==> config.mk <==
export PLATFORM = sky130hd
export DESIGN_NAME = c2d_mac
export DESIGN_NICKNAME = d
export VERILOG_FILES = /design/src/c2d_pkg.sv /design/src/c2d_mac.sv
export SDC_FILE = /design/constraint.sdc
export NUM_CORES = 2
export LEC_CHECK = 0
export ABC_CLOCK_PERIOD_IN_PS = 5800
export BUFFER_PORTS_ARGS = -buffer_cell sky130_fd_sc_hd__buf_4
export CAP_MARGIN = 5
export CORE_AREA = 2 2 444 446
export DETAILED_ROUTE_END_ITERATION = 6
export DIE_AREA = 0 0 446 448
export PLACE_DENSITY = 0.56
export SLEW_MARGIN = 20
export SYNTH_ARGS = -nofsm -noshare
export SYNTH_HDL_FRONTEND = slang
export SYNTH_SLANG_ARGS = --single-unit
==> constraint.sdc <==
create_clock -name clk -period 5.8 [get_ports clk]
set_clock_uncertainty 0.1 [all_clocks]
set_input_delay 1.74 -clock clk [delete_from_list [all_inputs] [get_ports clk]]
set_output_delay 1.74 -clock clk [all_outputs]
set_load 0.05 [all_outputs]
==> src/c2d_pkg.sv <==
// shared types and constants of the 5x5 convolution stream
package c2d_pkg;

    localparam int IMG_HEIGHT  = 28;
    localparam int IMG_WIDTH   = 28;
    localparam int KSIZE       = 5;
    localparam int NLINES      = KSIZE - 1;

    localparam int PIX_W       = 8;
    localparam int COL_W       = $clog2(IMG_WIDTH);
    localparam int ROW_W       = $clog2(IMG_HEIGHT);
    localparam int POS_W       = 5;
    localparam int PROD_W      = 2 * PIX_W;
    localparam int RSUM_W      = PROD_W + $clog2(KSIZE);
    localparam int SUM_W       = 21;
    localparam int KREG_W      = KSIZE * PIX_W;
    localparam int CFG_IDX_W   = 3;

    typedef enum logic [CFG_IDX_W-1:0] {
        REG_KERNEL_ROW0,
        REG_KERNEL_ROW1,
        REG_KERNEL_ROW2,
        REG_KERNEL_ROW3,
        REG_KERNEL_ROW4
    } cfg_reg_e;

    typedef logic [NLINES-1:0][PIX_W-1:0]            line_word_t;
    typedef logic [KSIZE-1:0][PIX_W-1:0]             column_t;
    typedef logic [KSIZE-1:0][KSIZE-1:0][PIX_W-1:0]  window_t;

    typedef struct packed {
        logic adv;
        logic load;
        logic s1_valid;
    } pipe_ctl_t;

    typedef struct packed {
        logic [PIX_W-1:0] pixel;
    } pixel_item_t;

    typedef struct packed {
        logic [SUM_W-1:0] conv_sum;
        logic [POS_W-1:0] out_row;
        logic [POS_W-1:0] out_col;
        logic             last_of_frame;
    } result_item_t;

    typedef struct packed {
        logic             emit;
        logic [POS_W-1:0] row;
        logic [POS_W-1:0] col;
        logic             last;
    } pos_meta_t;

endpackage

==> src/c2d_mac.sv <==
// 25 products, row sums and final sum over three register stages
module c2d_mac (
    input  logic                        clk,
    input  c2d_pkg::pipe_ctl_t          ctl,
    input  c2d_pkg::window_t            window,
    input  c2d_pkg::window_t            weights,
    output logic [c2d_pkg::SUM_W-1:0]   conv_sum
);

    logic [c2d_pkg::KSIZE-1:0][c2d_pkg::KSIZE-1:0][c2d_pkg::PROD_W-1:0] prod_next;
    logic [c2d_pkg::KSIZE-1:0][c2d_pkg::KSIZE-1:0][c2d_pkg::PROD_W-1:0] prod_reg;
    logic [c2d_pkg::KSIZE-1:0][c2d_pkg::RSUM_W-1:0]                     rsum_next;
    logic [c2d_pkg::KSIZE-1:0][c2d_pkg::RSUM_W-1:0]                     rsum_reg;
    logic [c2d_pkg::SUM_W-1:0]                                          sum_next;
    logic [c2d_pkg::SUM_W-1:0]                                          sum_reg;

    always_comb
    begin
        for (int i = 0; i < c2d_pkg::KSIZE; i++)
        begin
            for (int j = 0; j < c2d_pkg::KSIZE; j++)
            begin
                prod_next[i][j] = c2d_pkg::PROD_W'(window[i][j]) * c2d_pkg::PROD_W'(weights[i][j]);
            end
        end
    end

    always_comb
    begin
        for (int i = 0; i < c2d_pkg::KSIZE; i++)
        begin
            rsum_next[i] = '0;
            for (int j = 0; j < c2d_pkg::KSIZE; j++)
            begin
                rsum_next[i] = rsum_next[i] + c2d_pkg::RSUM_W'(prod_reg[i][j]);
            end
        end
    end

    always_comb
    begin
        sum_next = '0;
        for (int i = 0; i < c2d_pkg::KSIZE; i++)
        begin
            sum_next = sum_next + c2d_pkg::SUM_W'(rsum_reg[i]);
        end
    end

    always_ff @(posedge clk)
    begin
        if (ctl.adv)
        begin
            prod_reg <= prod_next;
            rsum_reg <= rsum_next;
            sum_reg  <= sum_next;
        end
    end

    assign conv_sum = sum_reg;

endmodule

==> flow_metrics.py <==
metrics = {
    "placed_design": {
        "gp_congestion": 0.858,
        "post-place-ws_ns": -0.338,
        "dp_hpwl_mm": 167,
        "port_buffers": 422,
    },
    "die": {
        "die_area_um2": 200000,
        "initial_core_util_pct": 40.9,
        "rows": 162,
        "die_x_um": 446,
        "fp.dieH_um": 448,
        "core_um2": 195000,
        "pin_count": 425,
    },
    "cells_and_area": {
        "fill_cells": 18536,
        "nets": 11650,
        "final_common_cell": "inv_1",
        "finish.utilization_pct": 47.4,
        "largest_reg_flops": 400,
        "syn2layout_area_growth_pct": 15.9,
        "layout_common_cells": "inv_1, and2_1, fa_1",
        "drive_above_1_share_pct": 11.8,
    },
    "sta": {
        "post-route-period-util_pct": 94.6,
        "worst_slew_pin_slew_ns": 0.882,
        "slew_viol_final": 0,
        "timing.fmax_mhz": 182,
        "rsz0062_at_grt": "no",
        "hold_violations": 0,
        "max_slew_margin_pct": 41.2,
        "fin_crit_ns": 5.48,
        "setup_viol": 0,
        "worst_slack_ns": 0.316,
    },
    "synthesis": {
        "synthAdderAreaFrac_pct": 45.9,
        "synth_area_leaders": "fa_1, edfxtp_1, ha_1, and2_1, inv_1",
        "synth_top_family_by_area": "adder cells",
        "syn-num-nets": 10654,
        "synthFlopType": "edfxtp_1",
        "syn_area_per_cell_um2": 9.90,
        "synthXorXnorAreaFrac_pct": 3.51,
        "netlist_instances": 8042,
        "synth_edf_count": 516,
        "post_synth_and_or_nand_nor_area_fraction_pct": 15.7,
        "synth.area.mux_share_pct": 0,
        "seq_area_frac_synth_pct": 19.5,
        "netlist_area_um2": 79600,
        "synth_top_area_share_pct": 30.0,
        "ys_ff_latch": 516,
        "post_synth_num_cell_types": 68,
        "synth_warnings": 0,
        "async_reset_ff_share_pct": 0,
        "synth_top_area_cell": "fa_1",
        "synth_compound_area_share_pct": 6.13,
    },
    "clock_tree": {
        "cts-root-buf": "clkbuf_16",
        "tritoncts": "built",
        "post_cts_buffers": 0,
        "clk_path_buf_depth": 3,
        "cts_hold_repair.buffers": 0,
        "cts_buffers": 68,
        "clk_latency_ns": 0.65,
        "cts_sinks": 516,
        "cts_resized": 0,
        "path_clk_slew_ns": 0.06,
        "cts_max_level": 3,
    },
    "route": {
        "wl_per_cell_um": 16.5,
        "via_per_inst": 4.77,
        "drtAntennaViolNets": 0,
        "remaining_drc_errors": 0,
        "num_vias": 55623,
        "drtPass1Iterations": 5,
        "totalWireLength_mm": 192,
        "drt_iter0_markers": 2598,
    },
    "global_route": {
        "grt_pass1_wl_mm": 315,
        "grt_pass1_vias": 59092,
        "antenna_found_initial": 43,
        "grt_max_degree": 95,
        "overflow": 0,
        "track_usage_pct": 19.8,
    },
    "worst_hold_path": {
        "min_path_cells": 1,
        "hold_path_class": "reg2reg",
    },
    "critical_path": {
        "rr_worst_depth": 14,
        "startpoint_type": "primary input",
        "crit_path_end_kind": "flop",
        "required_ns": 6.10,
        "worstPathArrival_ns": 5.78,
        "crit_type": "in2reg",
        "cp_max_fo": 5,
    },
    "run_status": {
        "status": "complete, no violations",
    },
    "job": {
        "drv_cap": 0,
    },
}
[per-layer routing]
layer  vias to the layer above  GRT usage [%]  share of wire (%)
li1                      27148              -                  -
met1                     27387           26.9                 46
met2                       826           33.4                 48
met3                       234           2.84                4.2
met4                        28           4.74                2.4
met5                         -              0              0.092
[area by class of cell]
class | instances | area (um2) | share of cell area (%)
clock buffers | 80 | 1770 | 1.92
multi-input cells | 5565 | 56800 | 61.5
diodes | 22 | 55.1 | 0.0597
inverters | 1957 | 7350 | 7.96
flip-flops and latches | 516 | 15500 | 16.8
clock inverters | 45 | 592 | 0.641
well taps | 2542 | 3180 | 3.45
repair buffers | 930 | 7100 | 7.69
[through the flow]
step	TNS [ns]	hold slack (ns)	std cells	instance area (um2)
6_report	0	0.461	11657	92300
5_1_grt	0	0.496	11652	92300
4_1_cts	0	0.465	11635	92200
3_5_place_dp	-8.27	0.455	11510	89900
3_3_place_gp	-7.76	0.456	11510	89900
2_1_floorplan	0	0.426	8042	79600
[cell usage after synthesis, types with 50 or more instances]
library cell / n
a21o_1: 73
a21oi_1: 256
and2_1: 1312
edfxtp_1: 516
fa_1: 1191
ha_1: 1017
inv_1: 1952
nand2_1: 444
nand3_1: 53
nor2_1: 217
nor2b_1: 50
nor3_1: 67
o21a_1: 67
o21ai_0: 83
o21ai_1: 88
xnor2_1: 246
xor2_1: 73
[cell families after synthesis]
family,Yosys count
XOR/XNOR,319
AND/OR/NAND/NOR,2278
flip-flops,516
adder cells (fa/ha/maj),2208
buffers and inverters,1961
AO/OA/AOI/OAI,760
[worst paths after layout]
check                start            end  slack, ns
max            weights[66]  prod_reg[143]       0.32
min           rsum_reg[76]    conv_sum[0]       0.46
max reg2reg  prod_reg[353]   rsum_reg[91]       1.13
min reg2reg   rsum_reg[76]    conv_sum[0]       0.46
[critical path, stage by stage]
cell and delay, ns:
buf_4 0.13, and2_1 0.17, fa_1 0.45, fa_1 0.49
inv_1 0.05, fa_1 0.49, fa_1 0.49, inv_1 0.04
ha_1 0.28, o21a_1 0.19, o31a_1 0.12, o211ai_1 0.23
a21oi_1 0.12, a2111oi_2 0.37, a21oi_1 0.13, xnor2_1 0.14
buf_4 0.15
Power is not shown: default switching activity piles up to over one toggle a cycle in this logic, so the estimate is an artifact.
