File: src/c2d_pkg.sv
// shared types and constants of the 5x5 convolution stream
package c2d_pkg;

    localparam int IMG_HEIGHT  = 28;
    localparam int IMG_WIDTH   = 28;
    localparam int KSIZE       = 5;
    localparam int NLINES      = KSIZE - 1;

    localparam int PIX_W       = 8;
    localparam int COL_W       = $clog2(IMG_WIDTH);
    localparam int ROW_W       = $clog2(IMG_HEIGHT);
    localparam int POS_W       = 5;
    localparam int PROD_W      = 2 * PIX_W;
    localparam int RSUM_W      = PROD_W + $clog2(KSIZE);
    localparam int SUM_W       = 21;
    localparam int KREG_W      = KSIZE * PIX_W;
    localparam int CFG_IDX_W   = 3;

    typedef enum logic [CFG_IDX_W-1:0] {
        REG_KERNEL_ROW0,
        REG_KERNEL_ROW1,
        REG_KERNEL_ROW2,
        REG_KERNEL_ROW3,
        REG_KERNEL_ROW4
    } cfg_reg_e;

    typedef logic [NLINES-1:0][PIX_W-1:0]            line_word_t;
    typedef logic [KSIZE-1:0][PIX_W-1:0]             column_t;
    typedef logic [KSIZE-1:0][KSIZE-1:0][PIX_W-1:0]  window_t;

    typedef struct packed {
        logic adv;
        logic load;
        logic s1_valid;
    } pipe_ctl_t;

    typedef struct packed {
        logic [PIX_W-1:0] pixel;
    } pixel_item_t;

    typedef struct packed {
        logic [SUM_W-1:0] conv_sum;
        logic [POS_W-1:0] out_row;
        logic [POS_W-1:0] out_col;
        logic             last_of_frame;
    } result_item_t;

    typedef struct packed {
        logic             emit;
        logic [POS_W-1:0] row;
        logic [POS_W-1:0] col;
        logic             last;
    } pos_meta_t;

endpackage

File: src/c2d_line_buf.sv
// four line buffers in one memory, one column word per address
module c2d_line_buf (
    input  logic                           clk,
    input  c2d_pkg::pipe_ctl_t             ctl,
    input  logic [c2d_pkg::PIX_W-1:0]      pixel,
    input  logic [c2d_pkg::COL_W-1:0]      col,
    output c2d_pkg::column_t               column
);

    c2d_pkg::line_word_t               line_mem [c2d_pkg::IMG_WIDTH];
    c2d_pkg::line_word_t               rd_data_reg;
    logic [c2d_pkg::PIX_W-1:0]         pix_reg;
    logic [c2d_pkg::COL_W-1:0]         addr_reg;

    function automatic logic [c2d_pkg::COL_W-1:0] addr_idx(input logic [c2d_pkg::COL_W-1:0] a);
        return a;
    endfunction

    // read on accept; data holds while the pipe is stalled
    always_ff @(posedge clk)
    begin
        if (ctl.load)
        begin
            rd_data_reg <= line_mem[addr_idx(col)];
            pix_reg     <= pixel;
            addr_reg    <= col;
        end
    end

    // write back the column moved up one line, new pixel on the newest line
    always_ff @(posedge clk)
    begin
        if (ctl.adv && ctl.s1_valid)
        begin
            line_mem[addr_idx(addr_reg)] <= {pix_reg, rd_data_reg[c2d_pkg::NLINES-1:1]};
        end
    end

    assign column = {pix_reg, rd_data_reg};

endmodule

File: config.mk
export PLATFORM = sky130hd
export DESIGN_NAME = c2d_line_buf
export DESIGN_NICKNAME = d
export VERILOG_FILES = /design/src/c2d_pkg.sv /design/src/c2d_line_buf.sv
export SDC_FILE = /design/constraint.sdc
export NUM_CORES = 1
export LEC_CHECK = 0
export BUFFER_PORTS_ARGS = -buffer_cell sky130_fd_sc_hd__buf_4
export CAP_MARGIN = 15
export CORE_UTILIZATION = 50
export CTS_CLUSTER_SIZE = 20
export DETAILED_ROUTE_END_ITERATION = 12
export GPL_TIMING_DRIVEN = 0
export HOLD_SLACK_MARGIN = 0.12
export PLACE_DENSITY = 0.68
export SLEW_MARGIN = 20
export SYNTH_ARGS = -nofsm -noshare
export SYNTH_HDL_FRONTEND = slang
export SYNTH_SLANG_ARGS = --single-unit
File: constraint.sdc
create_clock -name clk -period 2.7 [get_ports clk]
set_input_delay 0.135 -clock clk [delete_from_list [all_inputs] [get_ports clk]]
set_output_delay 0.135 -clock clk [all_outputs]
set_load 0.02 [all_outputs]
==> results_dict.tcl <==
set metrics [dict create \
    core_region_area_um2 70510 \
    drt_iter0_markers 1944 \
    swShare_pct 20.95 \
    setup_viol_count_final 0 \
    worstHoldPathCells 1 \
    synthTopCellsByCount "941 x edfxtp_1, 274 x mux2i_1, 91 x nand2_1" \
    ant_nets 0 \
    drcViolationCount 0 \
    drive_gt1_share_pct 19.18 \
    switchingPower_mw 6.524 \
    placed_cell_area_um2 38590 \
    clockPowerShare_pct 41.9 \
    ys_top_cells_by_area "edfxtp_1 79%, mux2i_1 7.6%, mux4_2 5.1%, a22oi_1 1.3%, a21oi_1 0.96%" \
    hold_end "pix_reg[0]" \
    grt.overflow.total 0 \
    antenna_found_initial 0 \
    fin_ws_ns 0.1137 \
    cts_made_buffers 94 \
    totalWireLength_um 84780 \
    grt_pass1_wl_um 123300 \
    yosysWarnings 0 \
    finalHoldViolations 0 \
    path_clk_slew_ns 0.06 \
    slowest_stage "nand4b_1" \
    std_cell_rows 97 \
    design_area_um2 41870 \
    n_antenna_cell 0 \
    end_kind "flip-flop" \
    worst_slew_pin_slew_ns 1.099 \
    ir_drop_mv 0.5919 \
    p_comb_share_pct 4.4 \
    clk_latency_ns 0.64 \
    worstPathRequired_ns 3.03 \
    wl_per_cell_um 27.69 \
    initial_utilization_pct 50.89 \
    cpPeakStageDelay_ns 0.80 \
    track_usage_pct 23.46 \
    synth_seq_cells 941 \
    fp.dieW_um 269.9 \
    reg2reg_from "addr_reg[1]" \
    netlist_area_um2 35880 \
    num_vias 18270 \
    startpoint_type "flip-flop" \
    fin_crit_ns 2.586 \
    die_h_um 269.9 \
    min_path_type "in2reg" \
    grt_pass1_vias 18660 \
    tritoncts "built" \
    p_leak_nw 13.92 \
    worstPathArrival_ns 2.91 \
    yosysMostFrequentCell "edfxtp_1" \
    max_freq_ghz 0.3867 \
    dr.pass1.iters 6 \
    largest_register_ff_count 896 \
    r2r-end "line_mem[9][22]" \
    reg2reg_slack_ns 0.11 \
    rsz0062_at_grt "no" \
    reg2reg_depth 3 \
    gp_congestion 0.8017 \
    slew_headroom_pct 26.73 \
    fin_skew_ns 0.01986 \
    root_buffer "clkbuf_16" \
    p_per_area_nw_per_um2 743.7 \
    area_growth_pct 16.67 \
    port_buffers 56 \
    grt_max_degree 46 \
    cts_max_path_buffers 3 \
    post_synth.cell_area_avg_um2 19.57 \
    h-tree-depth 3 \
    slew_violations 0 \
    synth_nets 1851 \
    synthDominantCellAreaShare_pct 78.74 \
    cp_max_fo 21 \
    final_nets 2059 \
    cts_sinks 941 \
    ioPinCount 57 \
    ys_types 34 \
    syn_inst 1834 \
    fin_crit_sh_pct 95.79 \
    status "completed" \
    async_flop_share_pct 0 \
    viasPerCell 5.967 \
    synth-edff-count 941 \
    p_int_mw 24.61 \
    fillCellCount 4937 \
    detailed_place_hpwl_um 54710 \
    crit_chain "nand4b_1, nor2_4, buf_12" \
    synth_ff_type "edfxtp_1" \
    dp_slack_ns -0.04196 \
    seqPwrFrac_pct 53.7 \
    max_cap_violations 0 \
    synth_seq_area_share_pct 78.74 \
    path_class "reg2reg" \
    dieArea_um2 72840 \
    synth_top_area_cell "edfxtp_1" \
    hold_start "ctl[1]" \
]
==> power by group through the flow <==
stage / clock network (mW) / logic, mW / registers [mW]
2_1_floorplan: 0 / 0.752 / 16.9
3_3_place_gp: 0 / 1.29 / 17.0
3_5_place_dp: 0 / 1.35 / 17.0
4_1_cts: 13.2 / 1.37 / 16.7
5_1_grt: 13.7 / 1.45 / 16.8
6_report: 13.0 / 1.37 / 16.7
==> cell families after synthesis <==
| group | count (synthesis) | synth area share (%) |
|---|---|---|
| buffers and inverters | 95 | 1.614 |
| AND/OR/NAND/NOR | 239 | 3.138 |
| AO/OA/AOI/OAI | 204 | 3.776 |
| multiplexers | 355 | 12.73 |
| flip-flops | 941 | 78.74 |
==> worst max path at each step <==
stage / startpoint / end / cells after the start
floorplan: addr_reg[3] / line_mem[16][0] / 2
CTS: col[1] / column[10] / 8
global placement: addr_reg[3] / line_mem[3][21] / 2
detailed placement: col[1] / column[10] / 7
finish: addr_reg[1] / line_mem[9][22] / 3
global route: addr_reg[1] / line_mem[1][10] / 3
==> cells in the final DEF, fill, tap and decap left out, types with 16 or more instances in the layout <==
| cell | count |
|---|---|
| edfxtp_1 | 941 |
| mux2i_1 | 274 |
| clkbuf_16 | 97 |
| nand2_1 | 91 |
| buf_4 | 88 |
| mux4_2 | 81 |
| a21oi_1 | 69 |
| a22oi_1 | 63 |
| nand3_1 | 63 |
| clkbuf_1 | 51 |
| o22ai_1 | 28 |
| nor2_4 | 28 |
| clkinv_1 | 26 |
| nand4_1 | 22 |
| buf_12 | 21 |
| buf_16 | 18 |
| buf_2 | 16 |
==> final cells by class <==
type                       count  area [um2]  share of cell area (%)
clock inverter                59       590.6                   1.411
clock buffer                 117        2502                   5.977
multi-input combinational    798        7261                   17.34
timing repair buffer         112        1500                   3.583
inverter                       1       3.754                0.008966
sequential                   941       28260                   67.49
buffer                        94       575.6                   1.375
tap                          940        1176                   2.809
==> critical path: cells and delay by family (launching register included) <==
family / cells / cell delay, ns
simple gates: 2 / 1.55
flops: 1 / 0.42
buf+inv: 1 / 0.26
==> what timing repair did <==
action,CTS,global route
pin swaps,1,0
hold buffers,13,0
setup endpoints to repair,19,3
resized for setup,0,1
hold endpoints to repair,13,0
setup buffers,4,0
gates cloned,0,0
==> through the flow <==
stage | util [%] | TNS (ns) | hold WS, ns | power [mW] | cells
finish | 59.37 | 0 | 0.1360 | 31.14 | 3062
global route | 59.37 | 0 | 0.1308 | 31.95 | 3062
CTS | 59.35 | 0 | 0.1267 | 31.27 | 3061
detailed placement | 54.72 | -0.09081 | 0.3144 | 18.39 | 2868
global placement | 53.17 | -1212.84 | 0.3140 | 18.30 | 2830
floorplan | - | -13.16 | 0.2339 | 17.68 | 1834
==> metal layers <==
| metal | GRT usage [%] | up-vias | wire, um |
|---|---|---|---|
| li1 | - | 7880 | - |
| met1 | 30.66 | 9437 | 33200 |
| met2 | 39.50 | 782 | 42350 |
| met3 | 4.845 | 172 | 6846 |
| met4 | 7.386 | 0 | 2372 |
| met5 | 0 | - | 0 |
Power figures use the tool's default switching activity.
