==> src/c2d_pkg.sv <==
// shared types and constants of the 5x5 convolution stream
package c2d_pkg;

    localparam int IMG_HEIGHT  = 28;
    localparam int IMG_WIDTH   = 28;
    localparam int KSIZE       = 5;
    localparam int NLINES      = KSIZE - 1;

    localparam int PIX_W       = 8;
    localparam int COL_W       = $clog2(IMG_WIDTH);
    localparam int ROW_W       = $clog2(IMG_HEIGHT);
    localparam int POS_W       = 5;
    localparam int PROD_W      = 2 * PIX_W;
    localparam int RSUM_W      = PROD_W + $clog2(KSIZE);
    localparam int SUM_W       = 21;
    localparam int KREG_W      = KSIZE * PIX_W;
    localparam int CFG_IDX_W   = 3;

    typedef enum logic [CFG_IDX_W-1:0] {
        REG_KERNEL_ROW0,
        REG_KERNEL_ROW1,
        REG_KERNEL_ROW2,
        REG_KERNEL_ROW3,
        REG_KERNEL_ROW4
    } cfg_reg_e;

    typedef logic [NLINES-1:0][PIX_W-1:0]            line_word_t;
    typedef logic [KSIZE-1:0][PIX_W-1:0]             column_t;
    typedef logic [KSIZE-1:0][KSIZE-1:0][PIX_W-1:0]  window_t;

    typedef struct packed {
        logic adv;
        logic load;
        logic s1_valid;
    } pipe_ctl_t;

    typedef struct packed {
        logic [PIX_W-1:0] pixel;
    } pixel_item_t;

    typedef struct packed {
        logic [SUM_W-1:0] conv_sum;
        logic [POS_W-1:0] out_row;
        logic [POS_W-1:0] out_col;
        logic             last_of_frame;
    } result_item_t;

    typedef struct packed {
        logic             emit;
        logic [POS_W-1:0] row;
        logic [POS_W-1:0] col;
        logic             last;
    } pos_meta_t;

endpackage

==> src/c2d_window.sv <==
// 5x5 window registers, shifted left as each column comes in
module c2d_window (
    input  logic                 clk,
    input  logic                 rst_n,
    input  c2d_pkg::pipe_ctl_t   ctl,
    input  c2d_pkg::column_t     column,
    output c2d_pkg::window_t     window
);

    c2d_pkg::window_t win_reg;

    always_ff @(posedge clk or negedge rst_n)
    begin
        if (!rst_n)
        begin
            win_reg <= '0;
        end
        else if (ctl.adv && ctl.s1_valid)
        begin
            for (int i = 0; i < c2d_pkg::KSIZE; i++)
            begin
                for (int j = 0; j < c2d_pkg::KSIZE - 1; j++)
                begin
                    win_reg[i][j] <= win_reg[i][j+1];
                end
                win_reg[i][c2d_pkg::KSIZE-1] <= column[i];
            end
        end
    end

    assign window = win_reg;

endmodule

==> config.mk <==
export PLATFORM = sky130hd
export DESIGN_NAME = c2d_window
export DESIGN_NICKNAME = d
export VERILOG_FILES = /design/src/c2d_pkg.sv /design/src/c2d_window.sv
export SDC_FILE = /design/constraint.sdc
export NUM_CORES = 1
export LEC_CHECK = 0
export BUFFER_PORTS_ARGS = -buffer_cell sky130_fd_sc_hd__buf_2
export CORE_UTILIZATION = 46
export DETAILED_ROUTE_END_ITERATION = 7
export GPL_TIMING_DRIVEN = 0
export PLACE_DENSITY = 0.76
export SETUP_SLACK_MARGIN = 0.15
export SLEW_MARGIN = 0
export SYNTH_ARGS = -nofsm -noshare
export SYNTH_HDL_FRONTEND = slang
export SYNTH_SLANG_ARGS = --single-unit
==> constraint.sdc <==
create_clock -name clk -period 0.8 [get_ports clk]
set_clock_uncertainty 0.05 [all_clocks]
set_input_delay 0.08 -clock clk [delete_from_list [all_inputs] [get_ports clk]]
set_output_delay 0.08 -clock clk [all_outputs]
set_load 0.02 [all_outputs]
==> flow_metrics.py <==
metrics = {
    "outcome": {
        "run_status": "finished, violations left",
        "violations": "negative hold slack, negative setup slack",
    },
    "critical_path": {
        "reg2regPathDepth": 3,
        "cp-end-kind": "output port",
        "cp_max_fo": 2,
        "cp_cell_sequence": "buf_6",
        "cpPeakStageDelay_ps": 450,
        "worst_ep_arrival_time_ps": 1050,
        "critical_path_depth": 1,
        "critical_path.n_buffers_inverters": 1,
        "crit_slowest_cell": "sky130_fd_sc_hd__dfrtp_1",
        "critical_path_type": "reg2out",
        "critical_path.startpoint_type": "flop",
        "worst-endpoint-required_ps": 670,
        "top_family_by_delay_on_critical_path": "flip-flops",
    },
    "power_and_ir_drop": {
        "p_sw_mw": 18.0,
        "proportion_of_total_power_due_to_net_switching": 0.349,
        "p_int_mw": 33.6,
        "power_per_cell_area_mw_per_mm2": 3710,
        "totalPowerFinal_mw": 51.6,
        "cellLeakagePower_nw": 6.96,
        "seq_power_share": 0.329,
        "comb_power_share": 0.502,
        "power_frac_clock": 0.169,
        "irDropWorstVdd_uv": 2020,
    },
    "synth": {
        "syn_nets": 468,
        "synth_area_leaders": "sky130_fd_sc_hd__dfrtp_1 (66%), sky130_fd_sc_hd__mux2_2 (30%), sky130_fd_sc_hd__clkbuf_8 (3.6%)",
        "postSynthCellCount": 423,
        "synth_commonest_cells": "sky130_fd_sc_hd__dfrtp_1 (200), sky130_fd_sc_hd__mux2_2 (200), sky130_fd_sc_hd__clkbuf_8 (20), sky130_fd_sc_hd__buf_6 (2), sky130_fd_sc_hd__nand2_1 (1)",
        "yosys.area.top_type": "sky130_fd_sc_hd__dfrtp_1",
        "async_s_r_ff_share_synth": 1.00,
        "number_of_synthesis_warnings": 0,
        "yosysSeqAreaShare": 0.662,
        "postSynthRegisterBits": 200,
        "synthesis.area_mm2": 0.00756,
        "synthDistinctLibCells": 5,
        "post-synth-top-area-fraction": 0.662,
        "synth_edf_count": 0,
        "synth_ff_type": "sky130_fd_sc_hd__dfrtp_1",
        "average_size_of_a_mapped_cell_um2": 17.9,
    },
    "final_layout": {
        "layout_cell_share_with_drive_strength_beyond_1": 0.782,
        "final_cell_area_mm2": 0.0139,
        "antenna_cells": 0,
        "flip_flop_count_of_the_largest_register_all_copies_and_words_added": 200,
        "fill_cells": 604,
        "multi_input_combinational_cell_area_mm2": 0.00267,
        "seqCellArea_mm2": 0.00500,
        "nets": 954,
        "syn2layout_area_growth_pct": 83.7,
        "final-instance-count-excl-fill": 1138,
    },
    "global_route": {
        "gr-usage-all-layers": 0.254,
        "gr-max-usage-layer": "met2",
        "global_route_wire_length_before_repair_mm": 32.2,
        "met1_usage": 0.282,
        "overflow": 0,
        "number_of_antenna_violations_at_the_first_check_in_global_routing": 1,
        "grt_max_degree": 127,
        "gr-usage-met3": 0.0746,
        "first_global_vias": 5907,
        "gr-usage-met2": 0.459,
    },
    "timing": {
        "finalSetupViolCount": 400,
        "finalHoldViolations": 114,
        "slew_viol_final": 0,
        "fmaxAchievable_mhz": 846,
        "setup_slack_ps": -382,
        "slew_headroom": 0.584,
        "finalHoldWorstSlack_ps": -421,
        "post-route-min-period_ps": 1180,
        "period_share": 1.48,
        "transition_time_at_the_pin_with_the_least_slew_margin_ps": 624,
        "grt_setup_unrepaired": "true",
    },
    "clock_tree": {
        "tritoncts_clock_tree": "done",
        "cts_num_sinks": 200,
        "cts_buffer_depth": 2,
        "clkLatencyLatePin_ps": 440,
        "worst_setup_hold_path_clk_slew_ps": 80,
        "h_tree_levels": 4,
        "cts-buffers-inserted": 17,
        "cts-root-buf": "sky130_fd_sc_hd__clkbuf_16",
    },
    "place": {
        "numPortBuffers": 243,
        "placed_cell_area_mm2": 0.00926,
        "place.detailed.hpwl_mm": 11.3,
        "placed_cell_count": 883,
        "place_congestion": 0.765,
    },
    "job": {
        "cap_viol_max_count": 0,
    },
    "floorplanning": {
        "top_level_ports": 245,
        "die_w_um": 130,
        "die_h_um": 130,
        "initial_utilization": 0.474,
        "placement_rows": 46,
        "design.core.area_mm2": 0.0159,
        "design.die.area_mm2": 0.0169,
    },
    "routing": {
        "vias": 5779,
        "totalWireLength_mm": 27.3,
        "wl_per_cell_um": 24.0,
        "detail_route.vias_per_cell": 5.08,
        "drt-pass1-iter-count": 4,
        "drt.antenna.violating_nets": 0,
        "post-route-drc-count": 0,
        "drt_first_iter_violations": 249,
    },
    "min_path": {
        "timing.hold.worst.class": "in2async",
    },
}
[power groups by stage]
| stage | clock network (mW) | registers, mW | logic, mW |
|---|---|---|---|
| global placement | 0 | 15.6 | 12.1 |
| global route | 9.22 | 17.2 | 26.8 |
| finish | 8.72 | 17.0 | 25.9 |
| CTS | 8.53 | 16.3 | 20.6 |
| detailed placement | 0 | 15.9 | 12.3 |
| floorplan | 0 | 19.7 | 3.46 |
[cells by family (layout without fill, tap and decap cells)]
group         count (synthesis)  after routing  synth area share
simple gates                  1              1          0.000496
buf+inv                      22            521            0.0394
flops                       200            200             0.662
mux                         200            200             0.298
[layout by cell type (no fill, tap or decap), drive strengths merged]
cell type,synthesis,layout
bufinv,0,1
mux2,200,200
dfrtp,200,200
buf,2,468
nand2,1,1
inv,0,5
clkinvlp,0,5
clkinv,0,2
clkbuf,20,40
[per-layer routing]
metal | vias to the layer above | routed length, µm
met5 | - | 13
met4 | 2 | 536
met3 | 47 | 1820
met2 | 241 | 14700
met1 | 3019 | 10200
li1 | 2470 | -
[through the flow]
step	setup TNS [ps]	setup slack, ps	utilization
floorplan	-26260	-134	-
global placement	-755310	-3450	0.578
detailed placement	-114830	-391	0.581
CTS	-89380	-345	0.784
global route	-115600	-394	0.871
finish	-107700	-382	0.871
[final timing paths]
check                                  from          end  slack [ps]
worst max-delay path            window[136]  window[136]        -380
worst min-delay path                  rst_n   window[59]        -420
worst max register to register  window[136]  window[136]        -320
worst min register to register  window[163]  window[163]         490
max in group asynchronous             rst_n  window[112]         280
min in group clk                 column[26]  window[154]        -180
[area by class of cell]
| cell class | count | area share |
|---|---|---|
| plain buffers | 22 | 0.0302 |
| clock inverters | 13 | 0.00982 |
| repair buffers | 467 | 0.356 |
| multi-input cells | 201 | 0.193 |
| flip-flops and latches | 200 | 0.360 |
| clock buffers | 19 | 0.0319 |
| well taps | 216 | 0.0195 |
[worst register-to-register path, delay by kind of cell, from the launching register on]
| kind | cells | cell delay [ps] |
|---|---|---|
| buffers and inverters | 2 | 250 |
| flip-flops | 1 | 450 |
| multiplexers | 1 | 260 |
[timing repair]
action | in CTS | in global routing
pin swaps | 0 | 0
endpoints found under the hold margin | 114 | 114
gates cloned | 0 | 1
buffers inserted | 135 | 87
gates resized for setup | 505 | 190
endpoints found under the setup margin | 526 | 526
No activity file was read; power rests on OpenSTA's default activity.
